$ cat config.mk
export PLATFORM = sky130hd
export DESIGN_NAME = tpb_front
export DESIGN_NICKNAME = d
export VERILOG_FILES = /design/src/sv/tpb_pkg.sv /design/src/sv/tpb_front.sv
export SDC_FILE = /design/constraint.sdc
export NUM_CORES = 1
export LEC_CHECK = 0
export BUFFER_PORTS_ARGS = -buffer_cell sky130_fd_sc_hd__buf_2
export CELL_PAD_IN_SITES_DETAIL_PLACEMENT = 0
export CELL_PAD_IN_SITES_GLOBAL_PLACEMENT = 1
export CORE_ASPECT_RATIO = 0.5
export CORE_MARGIN = 4
export CORE_UTILIZATION = 45
export CTS_CLUSTER_SIZE = 8
export DETAILED_ROUTE_END_ITERATION = 6
export PLACE_DENSITY_LB_ADDON = 0.1
export SLEW_MARGIN = 0
export SYNTH_ARGS = -nofsm -noshare
export SYNTH_HDL_FRONTEND = slang
export SYNTH_SLANG_ARGS = --single-unit
$ cat constraint.sdc
create_clock -name clock -period 7.16 [get_ports clock]
set_input_delay 2.148 -clock clock [delete_from_list [all_inputs] [get_ports clock]]
set_output_delay 2.148 -clock clock [all_outputs]
set_load 0.02 [all_outputs]
$ cat src/sv/tpb_pkg.sv
package tpb_pkg;

   localparam int DISPLAY_WIDTH_DEF  = 240;
   localparam int DISPLAY_HEIGHT_DEF = 240;

   // Widest pixel address over the whole parameter range (256 x 256)
   localparam int PIX_ADDR_W = 16;

   localparam int CMD_QUEUE_DEPTH = 2;
   localparam int RSP_QUEUE_DEPTH = 4;
   localparam int RSP_CNT_W       = $clog2(RSP_QUEUE_DEPTH + 1);

   localparam logic [2:0] FUNC_SET_CURSOR  = 3'd0;
   localparam logic [2:0] FUNC_SET_POINTER = 3'd1;
   localparam logic [2:0] FUNC_START       = 3'd2;
   localparam logic [2:0] FUNC_PATTERN     = 3'd3;
   localparam logic [2:0] FUNC_READ        = 3'd4;

   localparam logic [1:0] KIND_PIXEL = 2'd0;
   localparam logic [1:0] KIND_FETCH = 2'd1;
   localparam logic [1:0] KIND_READ  = 2'd2;
   localparam logic [1:0] KIND_DONE  = 2'd3;

   localparam int CMD_BG_BIT       = 12;
   localparam int CMD_HOLD_PTR_BIT = 13;
   localparam int CMD_FLIP_BIT     = 14;
   localparam int CMD_TOP_BIT      = 15;

   localparam logic [4:0] ROW_COUNT_FULL = 5'd16;
   localparam logic [7:0] CLEAR_BYTE     = 8'hF0;
   localparam logic [3:0] TRANSPARENT    = 4'hF;

   typedef struct packed {
      logic [2:0]  func;
      logic [15:0] data;
      logic [15:0] pattern;
      logic [7:0]  pixel_x;
      logic [7:0]  pixel_y;
   } req_type;

   typedef struct packed {
      logic [1:0]  kind;
      logic [7:0]  out_x;
      logic [7:0]  out_y;
      logic [3:0]  colour;
      logic [15:0] fetch_address;
      logic        last;
   } rsp_type;

   typedef enum logic [2:0] {
      OP_CURSOR,
      OP_POINTER,
      OP_START,
      OP_PATTERN,
      OP_READ,
      OP_OTHER
   } op_type;

   typedef struct packed {
      op_type                  op;
      logic [15:0]             data;
      logic [15:0]             pattern;
      logic [7:0]              pixel_x;
      logic [7:0]              pixel_y;
      logic                    in_range;
      logic [PIX_ADDR_W-1:0]   pix_addr;
   } cmd_type;

   typedef struct packed {
      logic    valid;
      cmd_type item;
   } cmd_slot_type;

   typedef struct packed {
      logic    valid;
      rsp_type item;
   } rsp_push_type;

   typedef enum logic [2:0] {
      ST_CLEAR,
      ST_IDLE,
      ST_PAINT,
      ST_FINISH,
      ST_READ
   } state_type;

   function automatic logic [3:0] shown_colour(input logic [7:0] b);
      return (b[7:4] == TRANSPARENT) ? b[3:0] : b[7:4];
   endfunction

   function automatic rsp_type make_rsp(input logic [1:0] kind, input logic [7:0] x,
                                        input logic [7:0] y, input logic [3:0] col,
                                        input logic [15:0] addr, input logic last);
      rsp_type r;
      r.kind          = kind;
      r.out_x         = x;
      r.out_y         = y;
      r.colour        = col;
      r.fetch_address = addr;
      r.last          = last;
      return r;
   endfunction

endpackage

$ cat src/sv/tpb_front.sv
module tpb_front import tpb_pkg::*; #(
   parameter int DISPLAY_WIDTH  = DISPLAY_WIDTH_DEF,
   parameter int DISPLAY_HEIGHT = DISPLAY_HEIGHT_DEF
) (
   input  logic         clock,
   input  logic         reset,
   input  logic         push,
   input  req_type      req_item,
   input  logic         clearing,
   output logic         full,
   output cmd_slot_type head,
   input  logic         head_pop
);

   localparam int PTR_W = $clog2(CMD_QUEUE_DEPTH);
   localparam int CNT_W = $clog2(CMD_QUEUE_DEPTH + 1);
   localparam logic [8:0] W9 = 9'(DISPLAY_WIDTH);
   localparam logic [8:0] H9 = 9'(DISPLAY_HEIGHT);
   localparam logic [PIX_ADDR_W-1:0] WIDTH_K = PIX_ADDR_W'(DISPLAY_WIDTH);

   cmd_type          entries_ff [CMD_QUEUE_DEPTH];
   logic [PTR_W-1:0] wr_ptr_ff, wr_ptr_in, rd_ptr_ff, rd_ptr_in;
   logic [CNT_W-1:0] count_ff, count_in;
   cmd_type          classified;
   logic             accept;

   // classify the transaction and work out the read address ahead of the engine
   always_comb begin
      classified.data     = req_item.data;
      classified.pattern  = req_item.pattern;
      classified.pixel_x  = req_item.pixel_x;
      classified.pixel_y  = req_item.pixel_y;
      classified.in_range = ({1'b0, req_item.pixel_x} < W9) &&
                            ({1'b0, req_item.pixel_y} < H9);
      classified.pix_addr = PIX_ADDR_W'(req_item.pixel_y) * WIDTH_K +
                            PIX_ADDR_W'(req_item.pixel_x);
      case (req_item.func)
         FUNC_SET_CURSOR:  classified.op = OP_CURSOR;
         FUNC_SET_POINTER: classified.op = OP_POINTER;
         FUNC_START:       classified.op = OP_START;
         FUNC_PATTERN:     classified.op = OP_PATTERN;
         FUNC_READ:        classified.op = OP_READ;
         default:          classified.op = OP_OTHER;
      endcase
   end

   assign full   = (count_ff == CNT_W'(CMD_QUEUE_DEPTH)) || clearing;
   assign accept = push && !full;

   assign head.valid = (count_ff != '0);
   assign head.item  = entries_ff[rd_ptr_ff];

   always_comb begin
      wr_ptr_in = accept ? wr_ptr_ff + PTR_W'(1) : wr_ptr_ff;
      rd_ptr_in = head_pop ? rd_ptr_ff + PTR_W'(1) : rd_ptr_ff;
      case ({accept, head_pop})
         2'b10:   count_in = count_ff + CNT_W'(1);
         2'b01:   count_in = count_ff - CNT_W'(1);
         default: count_in = count_ff;
      endcase
   end

   always_ff @(posedge clock) begin
      if (reset) begin
         wr_ptr_ff <= '0;
         rd_ptr_ff <= '0;
         count_ff  <= '0;
      end else begin
         wr_ptr_ff <= wr_ptr_in;
         rd_ptr_ff <= rd_ptr_in;
         count_ff  <= count_in;
      end
   end

   always_ff @(posedge clock) begin
      if (accept) begin
         entries_ff[wr_ptr_ff] <= classified;
      end
   end

endmodule

==> flow_metrics.env <==
export IMPL_worst_slew_pin_slew_ps=844.9
export IMPL_drt_total_wl_um=11250
export IMPL_io_pins=126
export IMPL_drc=0
export IMPL_synth_top_cell_area_share_pct=63.68
export IMPL_relSlewSlack_pct=43.54
export IMPL_grt_pass1_wl_um=18000
export IMPL_routedWlPerCell_um=16.50
export IMPL_worst_ep_arrival_time_ps=5280
export IMPL_yosysTopAreaCell="edfxtp_1"
export IMPL_syn_inst=365
export IMPL_avgSynthCellArea_um2=16.54
export IMPL_drtAntennaViolNets=0
export IMPL_grt_pass1_vias=3535
export IMPL_crit_path_start_kind="input port"
export IMPL_fin_crit_sh_pct=71.62
export IMPL_synth_fp_nets=456
export IMPL_synth_edf_count=128
export IMPL_synth_top_cells_by_count="edfxtp_1 (128), mux2_2 (64), inv_1 (28)"
export IMPL_maxSlewViolCount=0
export IMPL_finClkSkew_ps=10.86
export IMPL_reg2reg_from="count_ff[0]"
export IMPL_postCtsResizedCells=0
export IMPL_antenna_found_initial=0
export IMPL_critPathMaxFanout=5
export IMPL_vias=3350
export IMPL_cts_hold_buf=0
export IMPL_synth_area_leaders="edfxtp_1 (64%), mux2_2 (12%), fa_1 (4.6%), ha_1 (4.4%), inv_1 (1.7%)"
export IMPL_area_growth_pct=23.45
export IMPL_yosysMostFrequentCell="edfxtp_1"
export IMPL_overflow=0
export IMPL_vdd_ir_drop_max_v=0.0001725
export IMPL_rsz0062_at_grt="false"
export IMPL_fillCellCount=1039
export IMPL_rows=29
export IMPL_syn_cell_area_um2=6036
export IMPL_grt_usage_pct=15.12
export IMPL_cts_sinks=133
export IMPL_fin_util_pct=57.84
export IMPL_ys_ff_latch=133
export IMPL_first_pass_iters=4
export IMPL_core_um2=12880
export IMPL_die_h_um=89.90
export IMPL_grt_max_degree=40
export IMPL_postCtsSetupBuffers=0
export IMPL_max_freq_mhz=195.0
export IMPL_status="complete, no violations"
export IMPL_diodes=0
export IMPL_ys_types=42
export IMPL_via_per_inst=4.912
export IMPL_critPathLaunch="req_item[5]"
export IMPL_crit_required_ps=7310
export IMPL_max_cap_violations=0
export IMPL_die_w_um=171.8
export IMPL_synth_top_flop_cell="edfxtp_1"
export IMPL_r2r_cells=5
export IMPL_path_clk_slew_ps=60
export IMPL_critical_path_class="in2reg"
export IMPL_r2r_end="entries_ff[0][64]"
export IMPL_finalSetupTns_ps=0
export IMPL_drt_iter0_drc=153
export IMPL_synthArstFlopShare_pct=0
export IMPL_p_per_area_nw_per_um2=314.0
export IMPL_layout_drive_gt1_share_pct=45.31
export IMPL_cts_buffers=17
export IMPL_clk_path_buf_depth=2
export IMPL_p_leak_nw=2.896
export IMPL_r2r_slack_ps=4650
export IMPL_hold_viol_final=0
export IMPL_start_util_pct=46.86
export IMPL_nets=590
export IMPL_hold_path_class="reg2reg"
export IMPL_fin_crit_ps=5128
export IMPL_io_buffers=125
export IMPL_crit_end="entries_ff[0][15]"
export IMPL_worstSkewPairLatency_ps=410
export IMPL_clockRootBuffer="clkbuf_16"
export IMPL_cts_tree="done"
export IMPL_dp_hpwl_um=7717
export IMPL_htree_levels=4
export IMPL_yosysSeqAreaShare_pct=65.34
export IMPL_setup_violations=0
export IMPL_yosysWarnings=0
export IMPL_gp_congestion=0.7127
export IMPL_endpoint_kind="register"
export IMPL_die_area_um2=15440
## critical path: stages
cell      delay [ps]
buf_2            120
inv_1            240
fa_1             500
fa_1             510
inv_1             40
ha_1             350
a21o_1           190
a31o_1           230
o2111a_1         270
a211oi_2         280
and4bb_1         260
xnor2_1          140
## flip-flops by register name (all words and copies together), names as in the netlist, named ones only
| name | cells |
|---|---|
| wr_ptr_ff | 1 |
| count_ff | 2 |
| rd_ptr_ff | 1 |
| entries_ff | 128 |
## kinds of logic after synthesis
logic type	Yosys count	share of synthesized area (%)
compound gates	32	4.001
xor+xnor	20	2.902
fa+ha+maj	35	8.997
buf+inv	41	2.923
flops	133	65.34
mux	65	12.11
simple gates	39	3.731
## metrics by stage
| step | hold WS (ps) | setup WS (ps) | area, µm² | cells | power, mW |
|---|---|---|---|---|---|
| floorplan | 460.7 | 1550 | 6036 | 365 | 1.336 |
| global placement | 485.9 | 1661 | 6835 | 650 | 1.458 |
| detailed placement | 493.0 | 1574 | 6835 | 650 | 1.464 |
| CTS | 503.8 | 2018 | 7451 | 682 | 2.372 |
| global route | 533.9 | 1824 | 7451 | 682 | 2.458 |
| finish | 504.2 | 2032 | 7451 | 682 | 2.339 |
## layout make-up
class                   count  area [µm²]  area share [%]
clock inverters            15       190.2           2.552
repair buffers            128       648.1           8.699
well taps                 170       212.7           2.855
flip-flops and latches    133        3945           52.95
clock buffers              17       425.4           5.709
multi-input cells         191        1924           25.83
inverters                  28       105.1           1.411
## where the power goes
part,switching (mW),internal [mW],total (mW),leakage [nW]
Clock,0.342,0.556,0.899,0.294
Combinational,0.286,0.202,0.488,1.39
Sequential,0.0188,0.934,0.952,1.21
## routing by layer
layer  vias to the layer above  track usage [%]  share of wire, %
li1                       1627                -                 -
met1                      1650            18.77                44
met2                        66            25.49                51
met3                         7            4.470               4.4
met4                         0            4.905              0.84
met5                         -                0                 0
## worst min-delay path by stage
stage,from,end,slack [ps],cells after the start
floorplan,count_ff[1],count_ff[1],460,2
global placement,count_ff[1],count_ff[1],490,2
detailed placement,count_ff[1],count_ff[1],490,2
CTS,count_ff[1],count_ff[1],500,2
global route,count_ff[1],count_ff[1],530,2
finish,count_ff[1],count_ff[1],500,2
## placed cells by master (no fill, tap or decap), types with 3 or more instances in the layout
cell | netlist | layout
inv_1 | 28 | 28
nand2_1 | 5 | 5
ha_1 | 21 | 21
xnor2_1 | 12 | 12
xor2_1 | 8 | 8
a21o_1 | 4 | 4
o21ai_0 | 3 | 3
nor2b_1 | 4 | 4
a21oi_1 | 10 | 10
clkbuf_16 | 0 | 17
mux2_2 | 64 | 64
buf_2 | 0 | 125
bufinv_16 | 0 | 3
nor2_1 | 10 | 9
inv_6 | 0 | 6
clkinvlp_4 | 0 | 3
o21bai_1 | 3 | 3
edfxtp_1 | 128 | 128
buf_4 | 4 | 3
fa_1 | 14 | 14
dfxtp_1 | 5 | 4
Note: power is estimated with default switching activity, not from simulation.
