`src/sv/tpb_pkg.sv`:
```
package tpb_pkg;

   localparam int DISPLAY_WIDTH_DEF  = 240;
   localparam int DISPLAY_HEIGHT_DEF = 240;

   // Widest pixel address over the whole parameter range (256 x 256)
   localparam int PIX_ADDR_W = 16;

   localparam int CMD_QUEUE_DEPTH = 2;
   localparam int RSP_QUEUE_DEPTH = 4;
   localparam int RSP_CNT_W       = $clog2(RSP_QUEUE_DEPTH + 1);

   localparam logic [2:0] FUNC_SET_CURSOR  = 3'd0;
   localparam logic [2:0] FUNC_SET_POINTER = 3'd1;
   localparam logic [2:0] FUNC_START       = 3'd2;
   localparam logic [2:0] FUNC_PATTERN     = 3'd3;
   localparam logic [2:0] FUNC_READ        = 3'd4;

   localparam logic [1:0] KIND_PIXEL = 2'd0;
   localparam logic [1:0] KIND_FETCH = 2'd1;
   localparam logic [1:0] KIND_READ  = 2'd2;
   localparam logic [1:0] KIND_DONE  = 2'd3;

   localparam int CMD_BG_BIT       = 12;
   localparam int CMD_HOLD_PTR_BIT = 13;
   localparam int CMD_FLIP_BIT     = 14;
   localparam int CMD_TOP_BIT      = 15;

   localparam logic [4:0] ROW_COUNT_FULL = 5'd16;
   localparam logic [7:0] CLEAR_BYTE     = 8'hF0;
   localparam logic [3:0] TRANSPARENT    = 4'hF;

   typedef struct packed {
      logic [2:0]  func;
      logic [15:0] data;
      logic [15:0] pattern;
      logic [7:0]  pixel_x;
      logic [7:0]  pixel_y;
   } req_type;

   typedef struct packed {
      logic [1:0]  kind;
      logic [7:0]  out_x;
      logic [7:0]  out_y;
      logic [3:0]  colour;
      logic [15:0] fetch_address;
      logic        last;
   } rsp_type;

   typedef enum logic [2:0] {
      OP_CURSOR,
      OP_POINTER,
      OP_START,
      OP_PATTERN,
      OP_READ,
      OP_OTHER
   } op_type;

   typedef struct packed {
      op_type                  op;
      logic [15:0]             data;
      logic [15:0]             pattern;
      logic [7:0]              pixel_x;
      logic [7:0]              pixel_y;
      logic                    in_range;
      logic [PIX_ADDR_W-1:0]   pix_addr;
   } cmd_type;

   typedef struct packed {
      logic    valid;
      cmd_type item;
   } cmd_slot_type;

   typedef struct packed {
      logic    valid;
      rsp_type item;
   } rsp_push_type;

   typedef enum logic [2:0] {
      ST_CLEAR,
      ST_IDLE,
      ST_PAINT,
      ST_FINISH,
      ST_READ
   } state_type;

   function automatic logic [3:0] shown_colour(input logic [7:0] b);
      return (b[7:4] == TRANSPARENT) ? b[3:0] : b[7:4];
   endfunction

   function automatic rsp_type make_rsp(input logic [1:0] kind, input logic [7:0] x,
                                        input logic [7:0] y, input logic [3:0] col,
                                        input logic [15:0] addr, input logic last);
      rsp_type r;
      r.kind          = kind;
      r.out_x         = x;
      r.out_y         = y;
      r.colour        = col;
      r.fetch_address = addr;
      r.last          = last;
      return r;
   endfunction

endpackage

```
`src/sv/tpb_rsp_queue.sv`:
```
module tpb_rsp_queue import tpb_pkg::*; (
   input  logic                 clock,
   input  logic                 reset,
   input  rsp_push_type         rsp_push,
   input  logic                 pop,
   output logic                 empty,
   output rsp_type              rsp_item,
   output logic [RSP_CNT_W-1:0] count
);

   localparam int PTR_W = $clog2(RSP_QUEUE_DEPTH);

   rsp_type              entries_ff [RSP_QUEUE_DEPTH];
   logic [PTR_W-1:0]     wr_ptr_ff, wr_ptr_in, rd_ptr_ff, rd_ptr_in;
   logic [RSP_CNT_W-1:0] count_ff, count_in;
   logic                 take;

   assign empty    = (count_ff == '0);
   assign take     = pop && !empty;
   assign rsp_item = entries_ff[rd_ptr_ff];
   assign count    = count_ff;

   always_comb begin
      wr_ptr_in = rsp_push.valid ? wr_ptr_ff + PTR_W'(1) : wr_ptr_ff;
      rd_ptr_in = take ? rd_ptr_ff + PTR_W'(1) : rd_ptr_ff;
      case ({rsp_push.valid, take})
         2'b10:   count_in = count_ff + RSP_CNT_W'(1);
         2'b01:   count_in = count_ff - RSP_CNT_W'(1);
         default: count_in = count_ff;
      endcase
   end

   always_ff @(posedge clock) begin
      if (reset) begin
         wr_ptr_ff <= '0;
         rd_ptr_ff <= '0;
         count_ff  <= '0;
      end else begin
         wr_ptr_ff <= wr_ptr_in;
         rd_ptr_ff <= rd_ptr_in;
         count_ff  <= count_in;
      end
   end

   always_ff @(posedge clock) begin
      if (rsp_push.valid) begin
         entries_ff[wr_ptr_ff] <= rsp_push.item;
      end
   end

endmodule

```
`config.mk`:
```
export PLATFORM = sky130hd
export DESIGN_NAME = tpb_rsp_queue
export DESIGN_NICKNAME = d
export VERILOG_FILES = /design/src/sv/tpb_pkg.sv /design/src/sv/tpb_rsp_queue.sv
export SDC_FILE = /design/constraint.sdc
export NUM_CORES = 1
export LEC_CHECK = 0
export ABC_AREA = 1
export CORE_UTILIZATION = 55
export CTS_BUF_LIST = sky130_fd_sc_hd__clkbuf_4 sky130_fd_sc_hd__clkbuf_8
export CTS_CLUSTER_SIZE = 24
export DETAILED_ROUTE_END_ITERATION = 10
export DONT_BUFFER_PORTS = 1
export PLACE_DENSITY_LB_ADDON = 0.12
export SETUP_SLACK_MARGIN = 0.5
export SYNTH_ARGS = -nofsm -noshare
export SYNTH_HDL_FRONTEND = slang
export SYNTH_SLANG_ARGS = --single-unit
```
`constraint.sdc`:
```
create_clock -name clock -period 2.8 [get_ports clock]
set_clock_uncertainty 0.2 [all_clocks]
set_input_delay 0.84 -clock clock [delete_from_list [all_inputs] [get_ports clock]]
set_output_delay 0.84 -clock clock [all_outputs]
set_load 0.1 [all_outputs]
```
==> flow_metrics.py, run 1 <==
metrics = {
    "yosys": {
        "netlist_area_um2": 6260,
        "ys_top_cells_by_area": "edfxtp_1 75%, o21ai_0 6.4%, nor2_1 5.0%, o22ai_1 3.9%, dfxtp_1 2.9%",
        "synth_area_per_cell_um2": 14.1,
        "seq_area_frac_synth_pct": 77.7,
        "synthCells": 444,
        "synthesis.nets": 493,
        "synth.distinct_cells": 20,
        "yosysWarnings": 0,
        "ys_ff_latch": 165,
        "yosysTopAreaCellShare_pct": 74.9,
        "yosysTopAreaCell": "edfxtp_1",
    },
    "drt": {
        "vias_per_cell": 5.87,
        "vias": 3832,
        "drt_wl_total_um": 13700,
        "initialDrtViolationCount": 228,
        "antenna_left": 0,
        "wl_per_cell_um": 21.0,
        "drt_pre_antenna_iters": 5,
        "drc": 0,
    },
    "clock_network": {
        "cts_max_level": 4,
        "cts_buffer_depth": 2,
        "root_buffer": "clkbuf_8",
        "hold_buffers": 0,
        "clock_latency_ps": 430,
        "cts_buffers": 17,
        "cts_tree": "done",
        "cts_sinks": 165,
        "path_clk_slew_ps": 80,
    },
    "global_route": {
        "grt.total_usage_pct": 24.9,
        "grt_pass1_vias": 4025,
        "grt_pass1_wl_um": 21000,
        "gr-total-overflow": 0,
        "grt_max_degree": 40,
        "grt_antenna_before_repair": 0,
    },
    "setup_path": {
        "arrival_ps": 1670,
        "worstSetupPathType": "flip-flop to output pin",
        "end_kind": "output pin",
        "ff2ff_setup_slack_ps": 670,
        "required_ps": 1760,
        "cp_max_fo": 17,
        "start_kind": "flip-flop",
    },
    "floorplanning": {
        "rows": 38,
        "dieArea_um2": 11800,
        "die_x_um": 109,
        "fp.dieH_um": 109,
        "start_util_pct": 57.0,
        "core_um2": 11000,
        "boundaryPins": 86,
    },
    "timing": {
        "setup_viol": 0,
        "worstMarginPinSlew_ps": 481,
        "max_freq_ghz": 0.369,
        "fin_crit_sh_pct": 96.7,
        "slew_violations": 0,
        "rsz0062_at_grt": "true",
        "relSlewSlack_pct": 67.9,
        "finalSetupTns_ps": 0,
        "finalCriticalPeriod_ps": 2710,
        "finalHoldViolations": 0,
    },
    "finish": {
        "antenna_cells": 0,
        "n_fill_cell": 606,
        "layout.nets": 550,
        "final_common_cell": "edfxtp_1",
        "layout-drive-gt1-share_pct": 39.2,
        "area_growth_pct": 38.1,
        "final_cell_mix": "156 x edfxtp_1, 69 x nor2_1, 50 x buf_12",
        "final_util_pct": 78.7,
    },
    "placement": {
        "gp_congestion": 0.743,
        "port_buffers": 0,
        "hpwl_um": 7290,
    },
    "hold_path": {
        "worstHoldPathType": "primary input to flip-flop",
    },
    "status": {
        "status": "finished clean",
    },
    "pwr": {
        "p_sw_w": 0.00340,
        "powerDensity_nw_per_um2": 978,
        "leakage_nw": 2.95,
        "p_seq_share_pct": 34.7,
        "pwr-share-comb_pct": 45.6,
        "swShare_pct": 40.2,
        "pwr-share-clk_pct": 19.7,
        "intPower_w": 0.00505,
        "max-vdd-ir-drop_uv": 841,
    },
    "run": {
        "maxCapViolCount": 0,
    },
}
[routing by layer]
metal | wire [um] | vias to the layer above | track usage (%)
met5 | 0 | - | 0
met4 | 131 | 0 | 8.69
met3 | 919 | 10 | 6.22
met2 | 7260 | 130 | 42.7
met1 | 5410 | 1948 | 31.0
li1 | - | 1744 | -
[synth_stat cells]
cell,number
buf_2,8
buf_6,6
clkbuf_1,4
fa_1,1
o21ai_0,80
a21oi_1,5
o21ai_1,2
o22ai_1,39
nand2_1,15
nor2_1,84
clkbuf_4,1
nand3_1,3
inv_2,1
inv_1,18
clkbuf_2,3
dfxtp_1,9
inv_4,1
buf_4,3
edfxtp_1,156
ha_1,5
[logic make-up after synthesis]
logic type      after synthesis  synth area share (%)
fa+ha+maj                     6                  1.32
simple gates                102                  6.18
buf+inv                      45                  3.92
compound gates              126                  10.9
flops                       165                  77.7
[final timing paths]
kind	from	cells after the start	endpoint
worst max-delay path	flip-flop	5	rsp_item[4]
worst min-delay path	reset	1	flip-flop
worst max register to register	count[0]	13	count[2]
worst min register to register	rd_ptr_ff[1]	2	flip-flop
[registers in the layout, indices dropped and copies added (netlist names), named ones only]
register    count
entries_ff    156
rd_ptr_ff       2
count           3
wr_ptr_ff       2
[per-stage QoR]
| stage | area, um^2 | hold WS (ps) | cells | worst slack [ps] | power, W |
|---|---|---|---|---|---|
| detailed placement | 7790 | 309 | 611 | 295 | 0.00649 |
| global route | 8650 | 259 | 653 | 28.4 | 0.00871 |
| floorplan | 6840 | 251 | 444 | 438 | 0.00548 |
| global placement | 7790 | 274 | 611 | 334 | 0.00644 |
| finish | 8650 | 276 | 653 | 92.5 | 0.00846 |
| CTS | 8570 | 252 | 652 | 78.2 | 0.00842 |
[power groups by stage]
stage,sequential [W],combinational (W),clock [W]
after floorplan,0.00302,0.00246,0
after global placement,0.00297,0.00347,0
after detailed placement,0.00297,0.00351,0
after CTS,0.00294,0.00380,0.00168
after global routing,0.00295,0.00400,0.00177
final,0.00294,0.00385,0.00166
[critical path: stages, from the launching register on]
cell     delay, ps
dfxtp_4        400
inv_6          140
buf_12         180
nor2_1          80
o22ai_4        210
buf_12         200
[what timing repair did]
item,in CTS,in global routing
gates resized for setup,86,20
gates cloned,5,1
endpoints found under the setup margin,40,41
setup buffers,5,0
pin swaps,1,3
[cell type report]
type / count / area (um^2) / area share, %
repair buffers: 63 / 1220 / 14.1
well taps: 140 / 175 / 2.03
clock inverters: 13 / 140 / 1.62
multi-input cells: 234 / 1900 / 22.0
flip-flops and latches: 165 / 4880 / 56.5
clock buffers: 18 / 241 / 2.79
inverters: 20 / 91.3 / 1.06
No activity file was read; power rests on OpenSTA's default activity.
==> run 2, diff against run 1 <==
==> constraint.sdc (replaced) <==
create_clock -name clock -period 2.85 [get_ports clock]
set_clock_uncertainty 0.2 [all_clocks]
set_input_delay 0.855 -clock clock [delete_from_list [all_inputs] [get_ports clock]]
set_output_delay 0.855 -clock clock [all_outputs]
set_load 0.1 [all_outputs]
==> run 2 against run 1 <==
Core utilization grew 5.6 points. Critical path depth is the same. Largest cell class unchanged. Largest power group unchanged. Critical endpoint is now rsp_item[27]. Via count grew 6.2%.
==> flow_metrics.py, run 2 (synthesis gave the netlist of run 1 again) <==
metrics = {
    "drt": {
        "initialDrtViolationCount": 291,
        "drc": 0,
        "vias_per_cell": 6.07,
        "drt_pre_antenna_iters": 5,
        "wl_per_cell_um": 24.1,
        "vias": 4068,
        "drt_wl_total_um": 16100,
        "antenna_left": 0,
    },
    "global_route": {
        "gr-total-overflow": 0,
        "grt_max_degree": 37,
        "grt_antenna_before_repair": 0,
        "grt_pass1_vias": 3780,
        "grt.total_usage_pct": 22.6,
        "grt_pass1_wl_um": 19100,
    },
    "timing": {
        "finalSetupTns_ps": 0,
        "finalHoldViolations": 0,
        "setup_viol": 0,
        "finalCriticalPeriod_ps": 2820,
        "rsz0062_at_grt": "true",
        "hold_ws_ps": 281,
        "finalWorstSetupSlack_ps": 33.6,
        "fin_crit_sh_pct": 98.8,
        "relSlewSlack_pct": 65.2,
        "slew_violations": 0,
        "worstMarginPinSlew_ps": 521,
        "max_freq_ghz": 0.355,
    },
    "setup_path": {
        "start_kind": "flip-flop",
        "worstSetupPathType": "flip-flop to output pin",
        "required_ps": 1800,
        "crit_chain": "buf_6 > clkbuf_16 > o21ai_1 > o22ai_4 > buf_12",
        "arrival_ps": 1760,
        "end_kind": "output pin",
        "crit_slowest_cell": "dfxtp_4",
        "max_stage_delay_ps": 370,
        "cp_max_fo": 9,
    },
    "floorplanning": {
        "rows": 38,
        "die_x_um": 109,
        "core_um2": 11000,
        "dieArea_um2": 11800,
        "start_util_pct": 57.0,
        "boundaryPins": 86,
        "fp.dieH_um": 109,
    },
    "placement": {
        "hpwl_um": 7610,
        "dp.cells": 615,
        "port_buffers": 0,
        "placed_area_um2": 7800,
        "post-place-ws_ps": 388,
        "gp_congestion": 0.804,
    },
    "finish": {
        "layout-drive-gt1-share_pct": 47.9,
        "top_register": "entries_ff",
        "final_common_cell": "edfxtp_1",
        "final_cell_mix": "156 x edfxtp_1, 52 x buf_12, 39 x nor2_1, 39 x o22ai_4, 36 x nor2_2",
        "design_area_um2": 9260,
        "largest_register_ff_count": 156,
        "layout.nets": 566,
        "stdcell_count": 670,
        "area_growth_pct": 48.0,
        "antenna_cells": 0,
    },
    "clock_network": {
        "cts_tree": "done",
        "clock_latency_ps": 450,
        "cts_max_level": 4,
        "cts_sinks": 165,
        "cts_buffer_depth": 2,
        "path_clk_slew_ps": 80,
        "hold_buffers": 0,
        "cts_buffers": 17,
        "root_buffer": "clkbuf_8",
    },
    "pwr": {
        "powerDensity_nw_per_um2": 960,
        "leakage_nw": 3.12,
        "max-vdd-ir-drop_uv": 612,
    },
    "status": {
        "status": "finished clean",
    },
    "run": {
        "maxCapViolCount": 0,
    },
    "hold_path": {
        "worstHoldPathType": "primary input to flip-flop",
    },
}
## run 2: cell count changes in the layout (fill, tap and decap cells not counted), sizes merged
| cell | delta |
|---|---|
| inv | +5 |
| bufinv | +1 |
| clkbuf | +6 |
| buf | +5 |
## run 2: repair_timing
item / CTS / global route
gates resized for setup: 33 / 173
setup buffers: 2 / 6
cloned: 0 / 15
pin swaps: 2 / 14
setup endpoints to repair: 40 / 41
## run 2: metal layers
metal  vias to the layer above  track usage (%)  share of wire [%]
met3                        25             8.07                8.1
met4                         0             6.85                2.2
met1                      2065             26.6                 37
met2                       187             38.7                 52
met5                         -                0                  0
li1                       1791                -                  -
## run 2: through the flow
step / total power [W] / utilization, %
2_1_floorplan: 0.00539 / -
3_3_place_gp: 0.00633 / 71.0
3_5_place_dp: 0.00638 / 71.0
4_1_cts: 0.00822 / 75.7
5_1_grt: 0.00914 / 84.3
6_report: 0.00889 / 84.3
## run 2: final cells by class
type / instances / area (um^2)
Sequential cell: 165 / 4880
Inverter: 20 / 96.3
Fill cell: 498 / 1720
Timing Repair inverter: 4 / 50.0
Tap cell: 140 / 175
Clock inverter: 15 / 203
Multi-Input combinational cell: 234 / 2200
Clock buffer: 17 / 234
Timing Repair Buffer: 75 / 1420
## run 2: report_power, final
group / total, W / internal, W / leakage, nW / switching [W]
Clock: 0.00185 / 0.000963 / 0.219 / 0.000886
Combinational: 0.00414 / 0.00150 / 1.39 / 0.00264
Sequential: 0.00290 / 0.00279 / 1.51 / 0.000115
Total: 0.00889 / 0.00525 / 3.12 / 0.00365
## run 2: worst max-delay path: cells and delay by family (launching register included)
kind,cells,cell delay (ps)
buffers and inverters,3,500
AO/OA/AOI/OAI,2,430
flip-flops,1,370
## run 2: worst paths after layout
path	to	cells past startpoint	slack, ps	start
hold reg to reg	flip-flop	2	330	rd_ptr_ff[1]
hold / removal	flip-flop	1	280	reset
setup reg to reg	count[2]	14	670	count[1]
setup / recovery	rsp_item[27]	5	30	flip-flop
==> run 3, diff against run 2 <==
--- a/config.mk
+++ b/config.mk
@@ -12,6 +12,7 @@
 export DETAILED_ROUTE_END_ITERATION = 10
 export DONT_BUFFER_PORTS = 1
 export PLACE_DENSITY_LB_ADDON = 0.12
+export REMOVE_ABC_BUFFERS = 1
 export SETUP_SLACK_MARGIN = 0.5
 export SYNTH_ARGS = -nofsm -noshare
 export SYNTH_HDL_FRONTEND = slang
==> run 3 against run 2 <==
Cell count rose by 0.15%. Critical path depth rose by 1. Via count fell by 3.8%. Combinational power fell by 8.0%. Hold slack got worse by 8.8 ps. Count of clock-buffer cells in the layout did not move. Critical path type unchanged. Highest routed layer unchanged.
==> flow_metrics.py, run 3 (synthesis gave the netlist of run 1 again) <==
metrics = {
    "clock_network": {
        "cts_buffers": 17,
        "root_buffer": "clkbuf_8",
        "cts_max_level": 4,
        "cts_buffer_depth": 2,
        "path_clk_slew_ps": 90,
        "hold_buffers": 0,
        "cts_tree": "done",
        "cts_sinks": 165,
        "clock_latency_ps": 440,
    },
    "drt": {
        "drt_wl_total_um": 14700,
        "wl_met2_um": 7610,
        "route.met3.wl_um": 996,
        "vias_per_cell": 5.83,
        "wl_per_cell_um": 21.8,
        "initialDrtViolationCount": 284,
        "drt_pre_antenna_iters": 5,
        "antenna_left": 0,
        "met1Wirelength_um": 5780,
        "drc": 0,
        "topRoutingLayerUsed": "met4",
        "vias": 3915,
    },
    "floorplanning": {
        "start_util_pct": 57.0,
        "core_um2": 11000,
        "boundaryPins": 86,
        "fp.dieH_um": 109,
        "rows": 38,
        "die_x_um": 109,
        "dieArea_um2": 11800,
    },
    "status": {
        "status": "finished clean",
    },
    "setup_path": {
        "start_kind": "flip-flop",
        "arrival_ps": 1720,
        "worstSetupPathType": "flip-flop to output pin",
        "end_kind": "output pin",
        "ff2ff_setup_slack_ps": 880,
        "max_stage_delay_ps": 390,
        "cp_top_family": "buffers and inverters",
        "cp_max_fo": 7,
        "crit_slowest_cell": "dfxtp_4",
        "required_ps": 1800,
        "crit_chain": "buf_6 > buf_12 > buf_16 > o21ai_2 > o22ai_2 > buf_12",
        "worst-path-buf-inv": 4,
        "cpMostUsedCell": "buf_12",
    },
    "timing": {
        "rsz0062_at_grt": "true",
        "finalSetupTns_ps": 0,
        "worstMarginPinSlew_ps": 496,
        "max_freq_ghz": 0.360,
        "finalWorstSetupSlack_ps": 73.6,
        "setup_viol": 0,
        "slew_violations": 0,
        "fin_crit_sh_pct": 97.4,
        "finalCriticalPeriod_ps": 2780,
        "finalHoldViolations": 0,
        "relSlewSlack_pct": 66.9,
    },
    "pwr": {
        "max-vdd-ir-drop_uv": 835,
        "leakage_nw": 3.04,
        "powerDensity_nw_per_um2": 981,
    },
    "finish": {
        "area_growth_pct": 37.5,
        "multi_input_area_um2": 1600,
        "layout-drive-gt1-share_pct": 37.7,
        "largest_register_ff_count": 156,
        "n_fill_cell": 631,
        "final_cell_mix": "156 x edfxtp_1, 63 x nor2_1, 53 x buf_12",
        "final_common_cell": "edfxtp_1",
        "seqCellArea_um2": 4870,
        "top_register": "entries_ff",
        "antenna_cells": 0,
        "layout.nets": 567,
    },
    "global_route": {
        "gr-total-overflow": 0,
        "grt_max_degree": 25,
        "grt_antenna_before_repair": 0,
        "grt_pass1_vias": 4082,
        "grt.total_usage_pct": 25.8,
        "grt_pass1_wl_um": 21700,
    },
    "placement": {
        "port_buffers": 0,
        "hpwl_um": 7680,
        "post-place-ws_ps": 380,
        "gp_congestion": 0.724,
    },
    "run": {
        "maxCapViolCount": 0,
    },
    "hold_path": {
        "worstHoldPathType": "primary input to flip-flop",
    },
}
[run 3: changes by cell type in the layout (fill, tap and decap cells not counted), sizes merged]
| cell | change |
|---|---|
| clkbuf | -7 |
| clkinv | -4 |
| buf | +10 |
| inv | +5 |
| clkinvlp | -2 |
| bufinv | -1 |
[run 3: final timing paths]
path / depth (start not counted) / startpoint / end
max: 6 / flip-flop / rsp_item[4]
min: 1 / reset / flip-flop
max reg2reg: 13 / count[0] / count[2]
min reg2reg: 2 / rd_ptr_ff[1] / flip-flop
[run 3: what timing repair did]
item,in CTS,in global routing
buffers inserted,11,0
cloned,8,1
pin swaps,34,21
gates resized for setup,110,37
endpoints found under the setup margin,40,40
[run 3: worst reg2reg max path, stage by stage (launching register included)]
cell	delay, ps
dfxtp_1	380
nor2_2	50
nand2_2	90
nand2_1	70
inv_1	80
ha_1	170
inv_1	80
fa_1	390
inv_1	80
nand2_1	40
nand3_1	80
nand2_1	60
nand2_1	50
nor2_1	40
[run 3: where the power goes]
group          internal [W]  switching, W
logic               0.00135       0.00246
registers           0.00278     0.0000551
clock network      0.000890      0.000903
[run 3: layout make-up]
type                       instances  share of cell area [%]
tap                              140                    2.04
clock inverter                    15                    2.21
timing repair inverter             2                   0.378
sequential                       165                    56.6
clock buffer                      17                    2.72
multi-input combinational        234                    18.6
timing repair buffer              78                    16.3
inverter                          20                    1.09
[run 3: per-stage QoR]
| stage | util, % | power (W) | instances | hold WS [ps] | instance area (um^2) |
|---|---|---|---|---|---|
| 6_report | 78.3 | 0.00844 | 671 | 272 | 8600 |
| 5_1_grt | 78.3 | 0.00867 | 671 | 266 | 8600 |
| 4_1_cts | 77.0 | 0.00834 | 670 | 260 | 8460 |
| 3_5_place_dp | 68.5 | 0.00615 | 619 | 301 | 7520 |
| 3_3_place_gp | 68.5 | 0.00610 | 619 | 283 | 7520 |
| 2_1_floorplan | - | 0.00487 | 419 | 259 | 6090 |
[run 3: layer usage]
metal | global-route usage, % | vias to the layer above
li1 | - | 1790
met1 | 31.2 | 1959
met2 | 44.2 | 145
met3 | 6.93 | 21
met4 | 10.0 | 0
met5 | 0 | -
